File: src/hdl/embr_rpg_pkg.sv
// Package of the read-plan generator: widths, register indexes, state and command types.
// Depends on nothing.
package embr_rpg_pkg;

   localparam int MAX_NODES  = 8;
   localparam int NODE_W     = $clog2(MAX_NODES);
   localparam int NCOUNT_W   = 4;
   localparam int GROUP_W    = 3;
   localparam int SYM_W      = 5;
   localparam int CSR_IDX_W  = 2;
   localparam int CSR_DATA_W = 5;

   typedef logic [MAX_NODES-1:0] mask_type;
   typedef logic [NODE_W-1:0]    node_type;
   typedef logic [SYM_W-1:0]     sym_type;

   localparam logic [CSR_IDX_W-1:0] CSR_NODE_COUNT     = 2'd0;
   localparam logic [CSR_IDX_W-1:0] CSR_GROUP_SIZE     = 2'd1;
   localparam logic [CSR_IDX_W-1:0] CSR_NEEDED_SYMBOLS = 2'd2;

   localparam logic [NCOUNT_W-1:0] RST_NODE_COUNT     = 4'd4;
   localparam logic [GROUP_W-1:0]  RST_GROUP_SIZE     = 3'd3;
   localparam logic [SYM_W-1:0]    RST_NEEDED_SYMBOLS = 5'd5;

   typedef enum logic [1:0] {
      ST_IDLE,
      ST_SCAN,
      ST_PREP,
      ST_EMIT
   } state_type;

   // Effective configuration seen by the datapath.
   typedef struct packed {
      logic [NCOUNT_W-1:0] n;
      logic [GROUP_W-1:0]  g;
      sym_type             need;
   } cfg_type;

   typedef struct packed {
      logic start;
      logic scan_step;
      logic prep;
      logic advance;
      logic emit;
      logic emit_none;
   } cmd_type;

   typedef struct packed {
      logic out_free;
      logic scan_last;
      logic mask_empty;
      logic last_pick;
      logic none;
   } status_type;

endpackage

File: src/hdl/embr_rpg_if.sv
// Valid/ready channel interfaces of the read-plan generator: request, response and CSR write.
// Depends on embr_rpg_pkg.
interface embr_rpg_req_if;
   import embr_rpg_pkg::*;
   logic     valid;
   logic     ready;
   mask_type alive_mask;
   modport source (output valid, output alive_mask, input ready);
   modport sink (input valid, input alive_mask, output ready);
endinterface

interface embr_rpg_rsp_if;
   import embr_rpg_pkg::*;
   logic     valid;
   logic     ready;
   node_type node;
   node_type slot;
   sym_type  rs_index;
   logic     is_last;
   logic     shortfall;
   logic     none_found;
   modport source (output valid, output node, output slot, output rs_index,
                   output is_last, output shortfall, output none_found, input ready);
   modport sink (input valid, input node, input slot, input rs_index,
                 input is_last, input shortfall, input none_found, output ready);
endinterface

interface embr_rpg_csr_if;
   import embr_rpg_pkg::*;
   logic                  valid;
   logic                  ready;
   logic [CSR_IDX_W-1:0]  index;
   logic [CSR_DATA_W-1:0] data;
   modport source (output valid, output index, output data, input ready);
   modport sink (input valid, input index, input data, output ready);
endinterface

File: src/hdl/embr_rpg_ctrl.sv
// Sequencer of the read-plan generator: scan rows, prepare the first node, emit words.
// Depends on embr_rpg_pkg.
module embr_rpg_ctrl (
   input  logic                    clock,
   input  logic                    reset,
   input  logic                    req_valid,
   output logic                    req_ready,
   input  embr_rpg_pkg::status_type status,
   output embr_rpg_pkg::cmd_type    cmd
);
   import embr_rpg_pkg::*;

   state_type state_ff;
   state_type state_in;

   always_ff @(posedge clock) begin
      if (reset) begin
         state_ff <= ST_IDLE;
      end else begin
         state_ff <= state_in;
      end
   end

   always_comb begin
      state_in  = state_ff;
      cmd       = '0;
      req_ready = 1'b0;
      case (state_ff)
         ST_IDLE: begin
            req_ready = 1'b1;
            if (req_valid) begin
               cmd.start = 1'b1;
               state_in  = ST_SCAN;
            end
         end
         ST_SCAN: begin
            cmd.scan_step = 1'b1;
            if (status.scan_last) begin
               state_in = ST_PREP;
            end
         end
         ST_PREP: begin
            cmd.prep = 1'b1;
            state_in = ST_EMIT;
         end
         ST_EMIT: begin
            if (status.none) begin
               if (status.out_free) begin
                  cmd.emit_none = 1'b1;
                  state_in      = ST_IDLE;
               end
            end else if (status.mask_empty) begin
               cmd.advance = 1'b1;
            end else if (status.out_free) begin
               cmd.emit = 1'b1;
               if (status.last_pick) begin
                  state_in = ST_IDLE;
               end
            end
         end
         default: begin
            state_in = ST_IDLE;
         end
      endcase
   end

endmodule

File: src/hdl/embr_rpg_dpath.sv
// Datapath of the read-plan generator: row scan with cutoff search, per-node pick masks,
// symbol index arithmetic and the response register. Depends on embr_rpg_pkg.
module embr_rpg_dpath (
   input  logic                     clock,
   input  logic                     reset,
   input  embr_rpg_pkg::cfg_type    cfg,
   input  embr_rpg_pkg::cmd_type    cmd,
   output embr_rpg_pkg::status_type status,
   input  embr_rpg_pkg::mask_type   alive_mask,
   input  logic                     rsp_ready,
   output logic                     rsp_valid,
   output embr_rpg_pkg::node_type   rsp_node,
   output embr_rpg_pkg::node_type   rsp_slot,
   output embr_rpg_pkg::sym_type    rsp_rs_index,
   output logic                     rsp_is_last,
   output logic                     rsp_shortfall,
   output logic                     rsp_none_found
);
   import embr_rpg_pkg::*;

   localparam int CNT_W = $clog2(MAX_NODES + 1);

   // Candidate picks met while visiting row i, indexed by the inner position.
   function automatic mask_type row_mask(input node_type i, input mask_type alive,
                                         input logic [NCOUNT_W-1:0] n,
                                         input logic [GROUP_W-1:0] g);
      mask_type m;
      m = '0;
      for (int k = 0; k < MAX_NODES; k++) begin
         if (NCOUNT_W'(i) < n) begin
            if (alive[i]) begin
               m[k] = (k >= int'(i)) && (k < int'(g));
            end else begin
               m[k] = (k > int'(i)) && (k < int'(n)) && alive[k];
            end
         end
      end
      return m;
   endfunction

   // Position of the rem-th set bit, counting from one.
   function automatic node_type nth_bit(input mask_type m, input sym_type rem);
      logic [CNT_W-1:0] acc;
      node_type         pos;
      acc = '0;
      pos = '0;
      for (int k = 0; k < MAX_NODES; k++) begin
         if (m[k]) begin
            acc = acc + 1'b1;
            if (SYM_W'(acc) == rem) begin
               pos = NODE_W'(k);
            end
         end
      end
      return pos;
   endfunction

   // Slots of node j that belong to the plan. A pick is ordered by the pair
   // (lower of node and slot, higher of node and slot), which is the visit order.
   function automatic mask_type pick_mask(input node_type j, input mask_type alive,
                                          input logic [NCOUNT_W-1:0] n,
                                          input logic [GROUP_W-1:0] g,
                                          input logic [2*NODE_W-1:0] cut,
                                          input logic full);
      mask_type            m;
      logic [2*NODE_W-1:0] key;
      logic                present;
      m = '0;
      for (int s = 0; s < MAX_NODES; s++) begin
         if (s < int'(j)) begin
            present = !alive[s];
            key     = {NODE_W'(s), j};
         end else begin
            present = s < int'(g);
            key     = {j, NODE_W'(s)};
         end
         m[s] = (NCOUNT_W'(j) < n) && alive[j] && present && (full || key <= cut);
      end
      return m;
   endfunction

   function automatic node_type lowest_bit(input mask_type m);
      node_type pos;
      pos = '0;
      for (int k = MAX_NODES - 1; k >= 0; k--) begin
         if (m[k]) begin
            pos = NODE_W'(k);
         end
      end
      return pos;
   endfunction

   // x * (x - 1) / 2
   function automatic logic [7:0] tri_num(input logic [3:0] x);
      logic [7:0] v;
      case (x)
         4'd2:    v = 8'd1;
         4'd3:    v = 8'd3;
         4'd4:    v = 8'd6;
         4'd5:    v = 8'd10;
         4'd6:    v = 8'd15;
         4'd7:    v = 8'd21;
         4'd8:    v = 8'd28;
         default: v = 8'd0;
      endcase
      return v;
   endfunction

   // Outer-code index held at (node, slot), taken modulo 32.
   function automatic sym_type rs_of(input logic [NCOUNT_W-1:0] n,
                                     input logic [GROUP_W-1:0] g,
                                     input node_type node, input node_type slot);
      logic [7:0] b;
      if (slot >= node) begin
         b = 8'(node) * 8'(g) - tri_num(4'(node)) + 8'(slot) - 8'(node);
      end else begin
         b = 8'(slot) * 8'(n) - tri_num(4'(slot) + 4'd1) + 8'(node) - 8'(slot) - 8'd1;
      end
      return b[SYM_W-1:0];
   endfunction

   mask_type            alive_ff;
   node_type            row_ff;
   sym_type             cnt_ff;
   logic [2*NODE_W-1:0] cut_ff;
   logic                full_ff;
   sym_type             total_ff;
   node_type            node_ff;
   mask_type            mask_ff;
   sym_type             sent_ff;
   logic                valid_ff;
   node_type            out_node_ff;
   node_type            out_slot_ff;
   sym_type             out_rs_ff;
   logic                out_last_ff;
   logic                out_short_ff;
   logic                out_none_ff;

   mask_type         row_bits;
   logic [CNT_W-1:0] row_pop;
   sym_type          rem;
   logic             found;
   logic             row_end;
   node_type         pick_slot;
   node_type         next_node;
   logic             out_free;

   assign row_bits  = row_mask(row_ff, alive_ff, cfg.n, cfg.g);
   assign row_pop   = CNT_W'($countones(row_bits));
   assign rem       = cfg.need - cnt_ff;
   assign found     = SYM_W'(row_pop) >= rem;
   assign row_end   = (NCOUNT_W'(row_ff) + NCOUNT_W'(1)) >= cfg.n;
   assign pick_slot = lowest_bit(mask_ff);
   assign next_node = node_ff + 1'b1;
   assign out_free  = !valid_ff || rsp_ready;

   assign status.out_free   = out_free;
   assign status.scan_last  = found || row_end;
   assign status.mask_empty = (mask_ff == '0);
   assign status.last_pick  = (sent_ff + 1'b1) == total_ff;
   assign status.none       = (total_ff == '0);

   always_ff @(posedge clock) begin
      if (cmd.start) begin
         alive_ff <= alive_mask;
         row_ff   <= '0;
         cnt_ff   <= '0;
      end
      if (cmd.scan_step) begin
         if (found) begin
            cut_ff   <= {row_ff, nth_bit(row_bits, rem)};
            full_ff  <= 1'b0;
            total_ff <= cfg.need;
         end else if (row_end) begin
            full_ff  <= 1'b1;
            total_ff <= cnt_ff + SYM_W'(row_pop);
         end else begin
            cnt_ff <= cnt_ff + SYM_W'(row_pop);
            row_ff <= row_ff + 1'b1;
         end
      end
      if (cmd.prep) begin
         node_ff <= '0;
         sent_ff <= '0;
         mask_ff <= pick_mask('0, alive_ff, cfg.n, cfg.g, cut_ff, full_ff);
      end
      if (cmd.advance) begin
         node_ff <= next_node;
         mask_ff <= pick_mask(next_node, alive_ff, cfg.n, cfg.g, cut_ff, full_ff);
      end
      if (cmd.emit) begin
         mask_ff[pick_slot] <= 1'b0;
         sent_ff            <= sent_ff + 1'b1;
         out_node_ff        <= node_ff;
         out_slot_ff        <= pick_slot;
         out_rs_ff          <= rs_of(cfg.n, cfg.g, node_ff, pick_slot);
         out_last_ff        <= status.last_pick;
         out_short_ff       <= status.last_pick && full_ff;
         out_none_ff        <= 1'b0;
      end
      if (cmd.emit_none) begin
         out_node_ff  <= '0;
         out_slot_ff  <= '0;
         out_rs_ff    <= '0;
         out_last_ff  <= 1'b0;
         out_short_ff <= 1'b0;
         out_none_ff  <= 1'b1;
      end
   end

   always_ff @(posedge clock) begin
      if (reset) begin
         valid_ff <= 1'b0;
      end else if (cmd.emit || cmd.emit_none) begin
         valid_ff <= 1'b1;
      end else if (rsp_ready) begin
         valid_ff <= 1'b0;
      end
   end

   assign rsp_valid      = valid_ff;
   assign rsp_node       = out_node_ff;
   assign rsp_slot       = out_slot_ff;
   assign rsp_rs_index   = out_rs_ff;
   assign rsp_is_last    = out_last_ff;
   assign rsp_shortfall  = out_short_ff;
   assign rsp_none_found = out_none_ff;

endmodule

File: src/hdl/embr_read_plan_generator_top.sv
// Read-plan generator top level: CSR registers, sequencer and datapath. Depends on
// embr_rpg_pkg, embr_rpg_if, embr_rpg_ctrl and embr_rpg_dpath.
// A plan holds the block through its row scans (at most 8 rows), its words (one for an
// empty plan), its node steps (at most 7) and each stalled cycle.
// Throughput: one plan at a time; the next request is taken in the cycle after the last word.
// Reset (synchronous, active high) restores node_count 4, group_size 3, needed_symbols 5.
module embr_read_plan_generator_top (
   input  logic           clock,
   input  logic           reset,
   embr_rpg_req_if.sink   req_ch,
   embr_rpg_rsp_if.source rsp_ch,
   embr_rpg_csr_if.sink   csr_ch
);
   import embr_rpg_pkg::*;

   // Configuration registers. Writes are always taken; an index past the
   // register list is dropped. The system must write only while the block is idle; no check enforces it.
   logic [NCOUNT_W-1:0] node_count_ff;
   logic [GROUP_W-1:0]  group_size_ff;
   sym_type             needed_ff;

   cfg_type    cfg;
   cmd_type    cmd;
   status_type status;

   assign csr_ch.ready = 1'b1;

   always_ff @(posedge clock) begin
      if (reset) begin
         node_count_ff <= RST_NODE_COUNT;
         group_size_ff <= RST_GROUP_SIZE;
         needed_ff     <= RST_NEEDED_SYMBOLS;
      end else if (csr_ch.valid) begin
         case (csr_ch.index)
            CSR_NODE_COUNT:     node_count_ff <= csr_ch.data[NCOUNT_W-1:0];
            CSR_GROUP_SIZE:     group_size_ff <= csr_ch.data[GROUP_W-1:0];
            CSR_NEEDED_SYMBOLS: needed_ff     <= csr_ch.data[SYM_W-1:0];
            default: begin
            end
         endcase
      end
   end

   // A node count above the node limit behaves as the limit itself.
   assign cfg.n    = (node_count_ff > NCOUNT_W'(MAX_NODES)) ? NCOUNT_W'(MAX_NODES)
                                                            : node_count_ff;
   assign cfg.g    = group_size_ff;
   assign cfg.need = needed_ff;

   // The sequencer takes one request at a time. It first scans node rows in
   // visit order to find where the greedy choice reaches the demand, then walks
   // the nodes in ascending order and sends each chosen slot as one word.
   embr_rpg_ctrl u_ctrl (
      .clock     (clock),
      .reset     (reset),
      .req_valid (req_ch.valid),
      .req_ready (req_ch.ready),
      .status    (status),
      .cmd       (cmd)
   );

   // The datapath keeps the alive mask, the cutoff found by the scan, the
   // current node's remaining slots and the response register, which lets a
   // new request in while the final word still waits downstream.
   embr_rpg_dpath u_dpath (
      .clock          (clock),
      .reset          (reset),
      .cfg            (cfg),
      .cmd            (cmd),
      .status         (status),
      .alive_mask     (req_ch.alive_mask),
      .rsp_ready      (rsp_ch.ready),
      .rsp_valid      (rsp_ch.valid),
      .rsp_node       (rsp_ch.node),
      .rsp_slot       (rsp_ch.slot),
      .rsp_rs_index   (rsp_ch.rs_index),
      .rsp_is_last    (rsp_ch.is_last),
      .rsp_shortfall  (rsp_ch.shortfall),
      .rsp_none_found (rsp_ch.none_found)
   );

endmodule

File: src/flat_wrapper.sv
// flat-port wrapper written by rule: the top's interface ports become plain ports
module embr_read_plan_generator_top_flat import embr_rpg_pkg::*;
  (clock, reset, req_ch_valid, req_ch_alive_mask, req_ch_ready, rsp_ch_valid, rsp_ch_node, rsp_ch_slot, rsp_ch_rs_index, rsp_ch_is_last, rsp_ch_shortfall, rsp_ch_none_found, rsp_ch_ready, csr_ch_valid, csr_ch_index, csr_ch_data, csr_ch_ready);
  embr_rpg_req_if req_ch_i ();
  embr_rpg_rsp_if rsp_ch_i ();
  embr_rpg_csr_if csr_ch_i ();
  input  logic clock;
  input  logic reset;
  input wire logic [$bits(req_ch_i.valid)-1:0] req_ch_valid;
  input wire logic [$bits(req_ch_i.alive_mask)-1:0] req_ch_alive_mask;
  output wire logic [$bits(req_ch_i.ready)-1:0] req_ch_ready;
  output wire logic [$bits(rsp_ch_i.valid)-1:0] rsp_ch_valid;
  output wire logic [$bits(rsp_ch_i.node)-1:0] rsp_ch_node;
  output wire logic [$bits(rsp_ch_i.slot)-1:0] rsp_ch_slot;
  output wire logic [$bits(rsp_ch_i.rs_index)-1:0] rsp_ch_rs_index;
  output wire logic [$bits(rsp_ch_i.is_last)-1:0] rsp_ch_is_last;
  output wire logic [$bits(rsp_ch_i.shortfall)-1:0] rsp_ch_shortfall;
  output wire logic [$bits(rsp_ch_i.none_found)-1:0] rsp_ch_none_found;
  input wire logic [$bits(rsp_ch_i.ready)-1:0] rsp_ch_ready;
  input wire logic [$bits(csr_ch_i.valid)-1:0] csr_ch_valid;
  input wire logic [$bits(csr_ch_i.index)-1:0] csr_ch_index;
  input wire logic [$bits(csr_ch_i.data)-1:0] csr_ch_data;
  output wire logic [$bits(csr_ch_i.ready)-1:0] csr_ch_ready;
  assign req_ch_i.valid = req_ch_valid;
  assign req_ch_i.alive_mask = req_ch_alive_mask;
  assign req_ch_ready = req_ch_i.ready;
  assign rsp_ch_valid = rsp_ch_i.valid;
  assign rsp_ch_node = rsp_ch_i.node;
  assign rsp_ch_slot = rsp_ch_i.slot;
  assign rsp_ch_rs_index = rsp_ch_i.rs_index;
  assign rsp_ch_is_last = rsp_ch_i.is_last;
  assign rsp_ch_shortfall = rsp_ch_i.shortfall;
  assign rsp_ch_none_found = rsp_ch_i.none_found;
  assign rsp_ch_i.ready = rsp_ch_ready;
  assign csr_ch_i.valid = csr_ch_valid;
  assign csr_ch_i.index = csr_ch_index;
  assign csr_ch_i.data = csr_ch_data;
  assign csr_ch_ready = csr_ch_i.ready;
  embr_read_plan_generator_top u_core (.clock(clock), .reset(reset), .req_ch(req_ch_i), .rsp_ch(rsp_ch_i), .csr_ch(csr_ch_i));
endmodule
File: config.mk
export PLATFORM = sky130hd
export DESIGN_NAME = embr_read_plan_generator_top_flat
export DESIGN_NICKNAME = d
export VERILOG_FILES = /design/src/hdl/embr_rpg_pkg.sv /design/src/hdl/embr_rpg_if.sv /design/src/hdl/embr_rpg_ctrl.sv /design/src/hdl/embr_rpg_dpath.sv /design/src/hdl/embr_read_plan_generator_top.sv /design/src/flat_wrapper.sv
export SDC_FILE = /design/constraint.sdc
export NUM_CORES = 1
export LEC_CHECK = 0
export BUFFER_PORTS_ARGS = -buffer_cell sky130_fd_sc_hd__clkbuf_2
export CORE_ASPECT_RATIO = 0.75
export CORE_MARGIN = 4
export CORE_UTILIZATION = 30
export CTS_CLUSTER_DIAMETER = 60
export DETAILED_ROUTE_END_ITERATION = 7
export PLACE_DENSITY = 0.43
export SLEW_MARGIN = 30
export SYNTH_ARGS = -nofsm -noshare
export SYNTH_HDL_FRONTEND = slang
export SYNTH_SLANG_ARGS = --single-unit
export TNS_END_PERCENT = 20
File: constraint.sdc
create_clock -name clock -period 6.3 [get_ports clock]
set_input_delay 1.26 -clock clock [delete_from_list [all_inputs] [get_ports clock]]
set_output_delay 1.26 -clock clock [all_outputs]
set_load 0.02 [all_outputs]
==> results of run 1 <==
## metal layers
metal  GRT usage  routed length, µm  vias to the layer above
met1       0.269              13200                     3124
met3      0.0246                942                        9
met4      0.0253                163                        0
met2       0.214               8900                      121
met5           0                  0                        -
li1            -                  -                     3374
## synth_stat cells, types with 23 or more instances
library cell / instances / area share
nand2_1: 72 / 0.035
ha_1: 104 / 0.17
dfxtp_1: 45 / 0.12
edfxtp_1: 28 / 0.11
nand3_1: 23 / 0.015
clkbuf_1: 26 / 0.012
nor2_1: 78 / 0.037
a21oi_1: 44 / 0.028
o21ai_0: 43 / 0.027
inv_1: 81 / 0.039
xnor2_1: 35 / 0.039
fa_1: 26 / 0.066
## final cells by class
type | count | area, µm²
clock buffer | 10 | 229
clock inverter | 6 | 42.5
fill | 2681 | 16200
inverter | 83 | 314
multi-input combinational | 729 | 5800
sequential | 73 | 1750
tap | 338 | 423
timing repair buffer | 91 | 608
## repair_timing
| action | in CTS | in global routing |
|---|---|---|
| setup endpoints to repair | 3 | 13 |
| buffers inserted | 0 | 2 |
| pin swaps | 1 | 10 |
| gates resized for setup | 4 | 23 |
## sequential cells by signal, summed over array words and instances (netlist names), 4 cells and up
| signal | flops |
|---|---|
| u_core.u_dpath.mask_ff | 8 |
| u_core.u_dpath.total_ff | 5 |
| u_core.u_dpath.alive_ff | 8 |
| u_core.needed_ff | 5 |
| u_core.u_dpath.cut_ff | 6 |
| u_core.u_dpath.sent_ff | 5 |
| u_core.node_count_ff | 4 |
| u_core.u_dpath.cnt_ff | 5 |
| u_core.u_dpath.rsp_rs_index | 5 |
## placed cells by master, fill, tap and decap left out, drive strengths merged, types with 7 or more instances in the layout
cell / count
nor4: 12
nor2: 78
and3: 7
a21o: 15
and2: 16
nor2b: 15
xnor2: 36
clkbuf: 45
buf: 56
edfxtp: 28
nand2: 72
conb: 10
mux2i: 21
fa: 26
a21oi: 45
inv: 83
o21a: 11
nor3: 22
ha: 104
o21ai: 47
dfxtp: 45
o311ai: 7
nand4: 11
xor2: 19
nand2b: 19
a22oi: 10
a211o: 7
or3: 9
nand3: 24
## worst max-delay path, stage by stage, from the launching register on
cell and delay [ps]:
dfxtp_2 360, buf_4 190, nor4b_1 460, a31oi_2 90, nand3_2 130, a41oi_1 120
or3_1 390, buf_4 180, fa_1 500, inv_1 60, fa_1 500, fa_1 490
ha_1 240, fa_1 490, ha_1 310, a21o_1 150, a21o_1 160, a21oi_1 150
nor2_1 90, a211oi_1 340, nand2_1 140, buf_4 210, nand3_1 100, o21ai_0 100
## worst paths after layout
path                              startpoint                          to  slack (ps)  cells after the start
hold / removal    u_core.u_dpath.rsp_node[0]  u_core.u_dpath.rsp_node[0]         450                      2
setup reg to reg    u_core.u_dpath.row_ff[0]    u_core.u_dpath.row_ff[0]         230                     23
setup / recovery    u_core.u_dpath.row_ff[0]    u_core.u_dpath.row_ff[0]         230                     23
hold reg to reg   u_core.u_dpath.rsp_node[0]  u_core.u_dpath.rsp_node[0]         450                      2
## metrics by stage
stage | hold WS [ps] | utilization | cells | instance area, µm²
2_1_floorplan | 457 | - | 920 | 7910
3_3_place_gp | 436 | 0.345 | 1312 | 8750
4_1_cts | 458 | 0.357 | 1328 | 9040
6_report | 454 | 0.362 | 1330 | 9160
5_1_grt | 474 | 0.362 | 1330 | 9160
3_5_place_dp | 447 | 0.345 | 1312 | 8750
## cell families after synthesis
logic type,count (synthesis)
buffers and inverters,118
DFF,73
AOI/OAI and AO/OA,200
xor gates and xnor gates,57
other,2
adders and majority gates,130
and+or+nand+nor,305
muxes,27
==> metrics.md, run 1 <==
| Metric | Value |
|---|---|
| Status | `completed` |
| Max Cap Violations | `0` |
| Slack of the critical path | `~230 ps` |
| Drt total wl | `between 20000 and 25000 µm` |
| Via/cell ratio | `between 4 and 5` |
| Seq cells post-synth | `73` |
| CTS buffer count | `9` |
| Vias in the first global route | `between 6000 and 7000` |
| Yosys cell types | `90` |
| Synthesis-to-finish area growth | `17.0%` |
| Overall routing resource usage | `0.161` |
| DRT Pass-1 Iters | `4` |
| Fin crit period | `~6000 ps` |
| DR vias | `about 6600` |
| Clock skew | `between 9 and 10 ps` |
| Htree depth | `3` |
| First-pass GRT wire length | `36800 µm` |
| Die X | `between 150 and 200 µm` |
| CTS tree | `built` |
| Slew of the pin with the lowest slew margin | `about 1100 ps` |
| Grt ovf | `0` |
| Hold WC Path Type | `reg -> reg` |
| Final #Nets | `1137` |
| DRC viols | `0` |
| IO Count | `37` |
| PortBufs | `35` |
| Ant diodes | `0` |
| Synthesis warning total | `0` |
| Final setup fails | `0` |
| Clk buf depth | `2` |
| Slew Limit Headroom | `0.263` |
| Clk Latency, worst-skew pair | `about 350 ps` |
| Initial antenna violation count | `0` |
| Cts hold-fix bufs | `0` |
| Antenna-violating nets left | `0` |
| Synth Flop Type | `dfxtp_1` |
| Post-synth EDFFs | `28` |
| Async SR Flop Fraction | `0` |
| Setup CP Type | `reg -> reg` |
| Final Max Tran Viols | `0` |
| Fin Setup TNS | `0 ps` |
| CP required | `6530 ps` |
| Sequential share of the synthesized area | `0.222` |
| CP Data Arrival Time | `~6300 ps` |
| DR iter-0 viols | `a little under 400` |
| Final Hold Viols | `0` |
| Area of the core | `between 20000 and 30000 µm²` |
| Pin count of the biggest net entering global routing | `22` |
| Clock Tree Root | `clkbuf_16` |
| Synth Area in Simple Gates | `0.199` |
| DP Worst Slack | `-93.5 ps` |
| Max FO, Critical Path | `16` |
| HPWL Detailed | `approximately 19000 µm` |
| Largest family of logic cells by synthesized area | `adder cells` |
| Syn Inst Count | `roughly 910` |
| Synth Area in XOR/XNOR | `0.0684` |
| Setup crit end kind | `register` |
| Avg WL per Cell | `about 17 µm` |
| Syn avg cell area | `roughly 8.6 µm²` |
| Mux cell area share after synthesis | `0.0383` |
| Crit share post-route | `0.964` |
| Placement Rows | `50` |
| CP Launch Type | `register` |
| Synth Area in Adders | `0.233` |
| Die height | `148 µm` |
| Clock Sinks | `73` |
| Layout cells sized above 1 | `0.167` |
| Synthesized cell area | `7830 µm²` |
| Fmax | `~0.16 GHz` |
| CTS clk-pin slew, worst paths | `roughly 60 ps` |
| Synth Area in Compound Gates | `0.177` |
| Die Area | `28800 µm²` |
| Initial core utilization | `0.309` |
| GP Congestion | `slightly above 0.8` |
Power of run 1 is not shown: default switching activity piles up to over one toggle a cycle in this logic, so the estimate is an artifact.
==> inputs of run 2 (changes only) <==
--- a/config.mk
+++ b/config.mk
@@ -7,11 +7,10 @@
 export LEC_CHECK = 0
 export BUFFER_PORTS_ARGS = -buffer_cell sky130_fd_sc_hd__clkbuf_2
 export CORE_ASPECT_RATIO = 0.75
-export CORE_MARGIN = 4
 export CORE_UTILIZATION = 30
 export CTS_CLUSTER_DIAMETER = 60
 export DETAILED_ROUTE_END_ITERATION = 7
-export PLACE_DENSITY = 0.43
+export PLACE_DENSITY_LB_ADDON = 0.25
 export SLEW_MARGIN = 30
 export SYNTH_ARGS = -nofsm -noshare
 export SYNTH_HDL_FRONTEND = slang
==> metrics.md, run 2 (synthesized netlist as in run 1, its figures left out) <==
| Metric | Value |
|---|---|
| Die X | `between 150 and 200 µm` |
| Antenna-violating nets left | `0` |
| Most frequent cells in the layout | `ha_1, inv_1, nor2_1` |
| Final instance area | `9150 µm²` |
| Clk buf depth | `2` |
| CTS buffer count | `9` |
| Synthesis-to-finish area growth | `16.8%` |
| Reg2reg setup slack | `320 ps` |
| Largest registers | `u_core.u_dpath.alive_ff (8), u_core.u_dpath.mask_ff (8), u_core.u_dpath.cut_ff (6)` |
| Final Max Tran Viols | `0` |
| Hold Path Depth | `1` |
| Placement Rows | `50` |
| Setup CP Type | `reg -> reg` |
| Area of placed instances | `8690 µm²` |
| Via/cell ratio | `5.07` |
| Slowest CP cell | `dfxtp_1` |
| Slew of the pin with the lowest slew margin | `between 900 and 1000 ps` |
| Clock Tree Root | `clkbuf_16` |
| GP Congestion | `0.847` |
| CTS clk-pin slew, worst paths | `60 ps` |
| CTS tree | `built` |
| Setup crit end kind | `register` |
| DRC viols | `0` |
| First-pass GRT wire length | `around 35000 µm` |
| FF-to-FF End | `u_core.u_dpath.cut_ff[0]` |
| Htree depth | `3` |
| Slew Limit Headroom | `0.377` |
| Max stage delay on crit path | `about 380 ps` |
| Drt total wl | `between 20000 and 25000 µm` |
| Reg2reg path depth | `30` |
| Clk Latency, worst-skew pair | `roughly 340 ps` |
| PortBufs | `35` |
| Most used cell along the critical path | `nor2_1` |
| Fmax | `0.167 GHz` |
| Area of the core | `around 25000 µm²` |
| Vias in the first global route | `around 6400` |
| CP Data Arrival Time | `about 6000 ps` |
| Fin crit period | `5980 ps` |
| Layout cells sized above 1 | `0.159` |
| Final setup fails | `0` |
| HPWL Detailed | `17300 µm` |
| Hold WC Path Type | `reg -> reg` |
| CP Launch Type | `register` |
| Clock skew | `8.10 ps` |
| Commonest non-fill, non-tap cell in the layout | `ha_1` |
| Grt ovf | `0` |
| Crit share post-route | `0.950` |
| Reg2reg start | `u_core.node_count_ff[3]` |
| Max FO, Critical Path | `6` |
| DRT Pass-1 Iters | `5` |
| Die Area | `26800 µm²` |
| Initial antenna violation count | `0` |
| Status | `completed` |
| DR iter-0 viols | `~430` |
| Max Cap Violations | `0` |
| CP required | `roughly 6400 ps` |
| Final #Nets | `1129` |
| Die height | `approximately 140 µm` |
| Initial core utilization | `0.310` |
| DR vias | `6702` |
| Overall routing resource usage | `0.166` |
| Fillers | `between 2000 and 3000` |
| Final Hold Viols | `0` |
| Avg WL per Cell | `approximately 16 µm` |
| Ant diodes | `0` |
| WHS Endpoint | `u_core.u_dpath.rsp_is_last` |
| Pin count of the biggest net entering global routing | `22` |
| Clock Sinks | `between 70 and 80` |
| IO Count | `37` |
| Hold Path Origin | `u_core.u_dpath.rsp_is_last` |
run 2: cell type report:
| type | instances | area [µm²] | area share |
|---|---|---|---|
| Multi-Input combinational cell | 729 | 5800 | 0.634 |
| Clock inverter | 4 | 53.8 | 0.00588 |
| Inverter | 83 | 313 | 0.0342 |
| Tap cell | 338 | 423 | 0.0462 |
| Timing Repair Buffer | 83 | 536 | 0.0585 |
| Sequential cell | 73 | 1740 | 0.190 |
| Clock buffer | 12 | 279 | 0.0305 |
run 2: per-stage QoR:
step | utilization | setup TNS, ps | setup slack, ps | hold slack, ps | std cells
2_1_floorplan | - | 0 | 12.4 | 457 | 920
3_3_place_gp | 0.344 | 0 | 98.0 | 436 | 1305
3_5_place_dp | 0.344 | -28.6 | -28.6 | 439 | 1305
4_1_cts | 0.357 | 0 | 28.1 | 453 | 1321
5_1_grt | 0.362 | -114 | -37.8 | 465 | 1322
6_report | 0.362 | 0 | 317 | 451 | 1322
run 2: repair_timing:
| action | CTS | global route |
|---|---|---|
| gates resized for setup | 2 | 18 |
| buffers inserted | 0 | 1 |
| pin swaps | 0 | 9 |
| hold buffers | 0 | 0 |
| setup endpoints to repair | 3 | 19 |
run 2: per-layer routing:
| metal | vias to the layer above | track usage | wire length, µm | part of all wire |
|---|---|---|---|---|
| met4 | 0 | 0.0221 | 127 | 0.0059 |
| met1 | 3180 | 0.259 | 11800 | 0.55 |
| met3 | 14 | 0.0287 | 897 | 0.041 |
| met5 | - | 0 | 0 | 0 |
| li1 | 3374 | - | - | - |
| met2 | 134 | 0.239 | 8810 | 0.41 |
run 2: critical path: cells and delay by family, from the launching register on:
family / cells / cell delay (ps)
and+or+nand+nor: 14 / 2270
buffers and inverters: 2 / 220
AOI/OAI and AO/OA: 6 / 970
adders and majority gates: 6 / 1500
DFF: 1 / 380
xor gates and xnor gates: 1 / 160
muxes: 1 / 190
run 2: how the worst max path moves through the flow:
stage / startpoint / endpoint / slack, ps / cells after the start
floorplan: u_core.node_count_ff[3] / u_core.u_dpath.cut_ff[0] / 10 / 32
global placement: u_core.u_dpath.row_ff[0] / u_core.u_dpath.cut_ff[0] / 100 / 27
detailed placement: u_core.u_dpath.row_ff[0] / u_core.u_dpath.cut_ff[0] / -30 / 27
CTS: u_core.node_count_ff[3] / u_core.u_dpath.cut_ff[0] / 30 / 29
global route: u_core.node_count_ff[1] / u_core.u_dpath.cut_ff[1] / -40 / 31
finish: u_core.node_count_ff[3] / u_core.u_dpath.cut_ff[0] / 320 / 30
Power of run 2 is left out for the same reason.
==> inputs of run 3 (changes only) <==
--- a/config.mk
+++ b/config.mk
@@ -14,5 +14,6 @@
 export SLEW_MARGIN = 30
 export SYNTH_ARGS = -nofsm -noshare
 export SYNTH_HDL_FRONTEND = slang
+export SYNTH_HIERARCHICAL = 1
 export SYNTH_SLANG_ARGS = --single-unit
 export TNS_END_PERCENT = 20
==> metrics.md, run 3 <==
| Metric | Value |
|---|---|
| Drt total wl | `between 20000 and 25000 µm` |
| Area of placed instances | `between 8000 and 9000 µm²` |
| Final hold slack | `between 400 and 500 ps` |
| Top cells by count, synth | `ha_1, nor2_1, inv_1` |
| Synth Area in Compound Gates | `0.159` |
| Placement Rows | `51` |
| Clock Sinks | `73` |
| Largest registers | `u_core/u_dpath/alive_ff (8), u_core/u_dpath/mask_ff (8), u_core/u_dpath/cut_ff (6)` |
| Post-synth EDFFs | `28` |
| Layout cells sized above 1 | `0.194` |
| Synthesized cell area | `~8000 µm²` |
| Setup CP Type | `reg -> reg` |
| Seq cells post-synth | `73` |
| Final instance area | `9300 µm²` |
| HPWL Detailed | `around 18000 µm` |
| Final Max Tran Viols | `0` |
| Critical path, cell by cell | `mux4_2, mux2_4, mux2_4, nor2_8, inv_2, fa_1, inv_1, fa_1, fa_1, ha_1, fa_1, ha_1, a21o_1, a21o_1, a21oi_1, nor2_1, a211o_1, inv_1, nand2_2, mux2_2` |
| Synth Area in XOR/XNOR | `0.0725` |
| Largest family of logic cells by synthesized area | `adder cells` |
| Mux cell area share after synthesis | `0.0712` |
| CTS clk-pin slew, worst paths | `60 ps` |
| Grt ovf | `0` |
| Syn Inst Count | `between 900 and 1000` |
| Final #Nets | `around 1100` |
| Clk Latency, worst-skew pair | `roughly 350 ps` |
| Pin count of the biggest net entering global routing | `26` |
| Ant diodes | `0` |
| Area of the core | `between 20000 and 30000 µm²` |
| Most frequent cells in the layout | `ha_1, nor2_1, inv_1` |
| DR iter-0 viols | `around 400` |
| Clk buf depth | `2` |
| Slew of the pin with the lowest slew margin | `912 ps` |
| Synth Area in Simple Gates | `0.200` |
| Dpl cells | `between 1000 and 1500` |
| Die Area | `27400 µm²` |
| Final setup fails | `0` |
| WP buf/inv | `3` |
| Clock skew | `~15 ps` |
| Htree depth | `3` |
| Via/cell ratio | `approximately 5.0` |
| Clock Tree Root | `clkbuf_16` |
| Antenna-violating nets left | `0` |
| DRC viols | `0` |
| Setup crit end kind | `register` |
| Initial antenna violation count | `0` |
| Initial core utilization | `0.308` |
| Status | `completed` |
| Synth Flop Type | `dfxtp_1` |
| Most frequent cell after synthesis | `ha_1` |
| Commonest non-fill, non-tap cell in the layout | `ha_1` |
| Synth Area in Adders | `0.219` |
| Async SR Flop Fraction | `0` |
| IO Count | `37` |
| Synth top area cells | `ha_1, dfxtp_1, edfxtp_1` |
| Fmax | `between 0.15 and 0.2 GHz` |
| Most used cell along the critical path | `fa_1` |
| Top cell type's share of synthesized area | `0.151` |
| GP Congestion | `just under 0.9` |
| Syn avg cell area | `~8.9 µm²` |
| Cell family with most CP delay | `adder cells` |
| Sequential share of the synthesized area | `0.217` |
| Synthesis-to-finish area growth | `15.9%` |
| CTS buffer count | `9` |
| Max Cap Violations | `0` |
| CP Launch Type | `register` |
| Final cell count without fillers | `between 1000 and 1500` |
| Hold WC Path Type | `reg -> reg` |
| Die X | `~190 µm` |
| Yosys cell types | `96` |
| Max FO, Critical Path | `13` |
| Cell taking the most area after synthesis | `ha_1` |
| Slowest CP cell | `mux4_2` |
| CP Data Arrival Time | `6200 ps` |
| Synthesis warning total | `6` |
| DR vias | `roughly 6600` |
| Die height | `between 100 and 150 µm` |
| Slew Limit Headroom | `0.387` |
| Final Hold Viols | `0` |
| CTS tree | `built` |
| Vias in the first global route | `approximately 6500` |
| Max stage delay on crit path | `roughly 520 ps` |
| RSZ-0062 raised after global routing | `yes` |
| Fin crit period | `around 6000 ps` |
| First-pass GRT wire length | `36800 µm` |
| DRT Pass-1 Iters | `5` |
| Avg WL per Cell | `around 17 µm` |
| Fin Setup TNS | `0 ps` |
| CP required | `6530 ps` |
| Crit share post-route | `0.948` |
| PortBufs | `35` |
| Overall routing resource usage | `0.174` |
run 3: changes by cell type after synthesis, sizes merged, moves of 6 or more:
cell	previous run	this run
ha	104	97
or3	9	3
inv	81	75
nand2	72	52
nor2b	15	23
mux2i	21	31
a22oi	10	0
o21ai	47	38
nand2b	19	31
run 3: area by class of cell:
cell class / instances / area, µm²
sequential: 73 / 1740
tap: 344 / 430
clock buffer: 11 / 254
inverter: 78 / 295
timing repair buffer: 90 / 588
clock inverter: 5 / 37.5
fill: 2658 / 16800
multi-input combinational: 717 / 5950
run 3: what timing repair did:
action,CTS,global route
buffers inserted,0,6
endpoints found under the setup margin,2,11
gates resized for setup,3,15
pin swaps,1,7
hold buffers,0,0
run 3: routing by layer:
metal / share of wire / up-vias / track usage
li1: - / 3302 / -
met1: 0.54 / 3165 / 0.265
met2: 0.40 / 159 / 0.247
met3: 0.052 / 15 / 0.0349
met4: 0.012 / 0 / 0.0354
met5: 0 / - / 0
run 3: kinds of logic (layout without fill, tap and decap cells):
kind of cell,after synthesis,after routing
compound gates,179,179
fa+ha+maj,124,124
other cells,3,10
simple gates,298,298
mux,46,46
xor+xnor,60,60
buf+inv,118,184
flops,73,73
run 3: final timing paths:
| kind | from | end | slack [ps] | depth (start not counted) |
|---|---|---|---|---|
| setup / recovery | u_core/u_dpath/alive_ff[2] | u_core/u_dpath/row_ff[1] | 330 | 20 |
| hold / removal | u_core/u_dpath/rsp_none_found | u_core/u_dpath/rsp_none_found | 460 | 1 |
| setup reg to reg | u_core/u_dpath/alive_ff[2] | u_core/u_dpath/row_ff[1] | 330 | 20 |
| hold reg to reg | u_core/u_dpath/rsp_none_found | u_core/u_dpath/rsp_none_found | 460 | 1 |
run 3: through the flow:
| step | utilization | setup WS [ps] |
|---|---|---|
| after global routing | 0.356 | 5.77 |
| after global placement | 0.340 | 166 |
| final | 0.356 | 330 |
| after CTS | 0.353 | 4.34 |
| after detailed placement | 0.340 | -5.46 |
| after floorplan | - | 103 |
run 3: worst register-to-register path: cells and delay by family (launching register included):
kind | cells | cell delay, ps
adder cells (fa/ha/maj) | 6 | 2540
flip-flops | 1 | 430
AO/OA/AOI/OAI | 4 | 800
buffers and inverters | 3 | 200
AND/OR/NAND/NOR | 3 | 370
multiplexers | 4 | 1510
Power of run 3 is left out for the same reason.
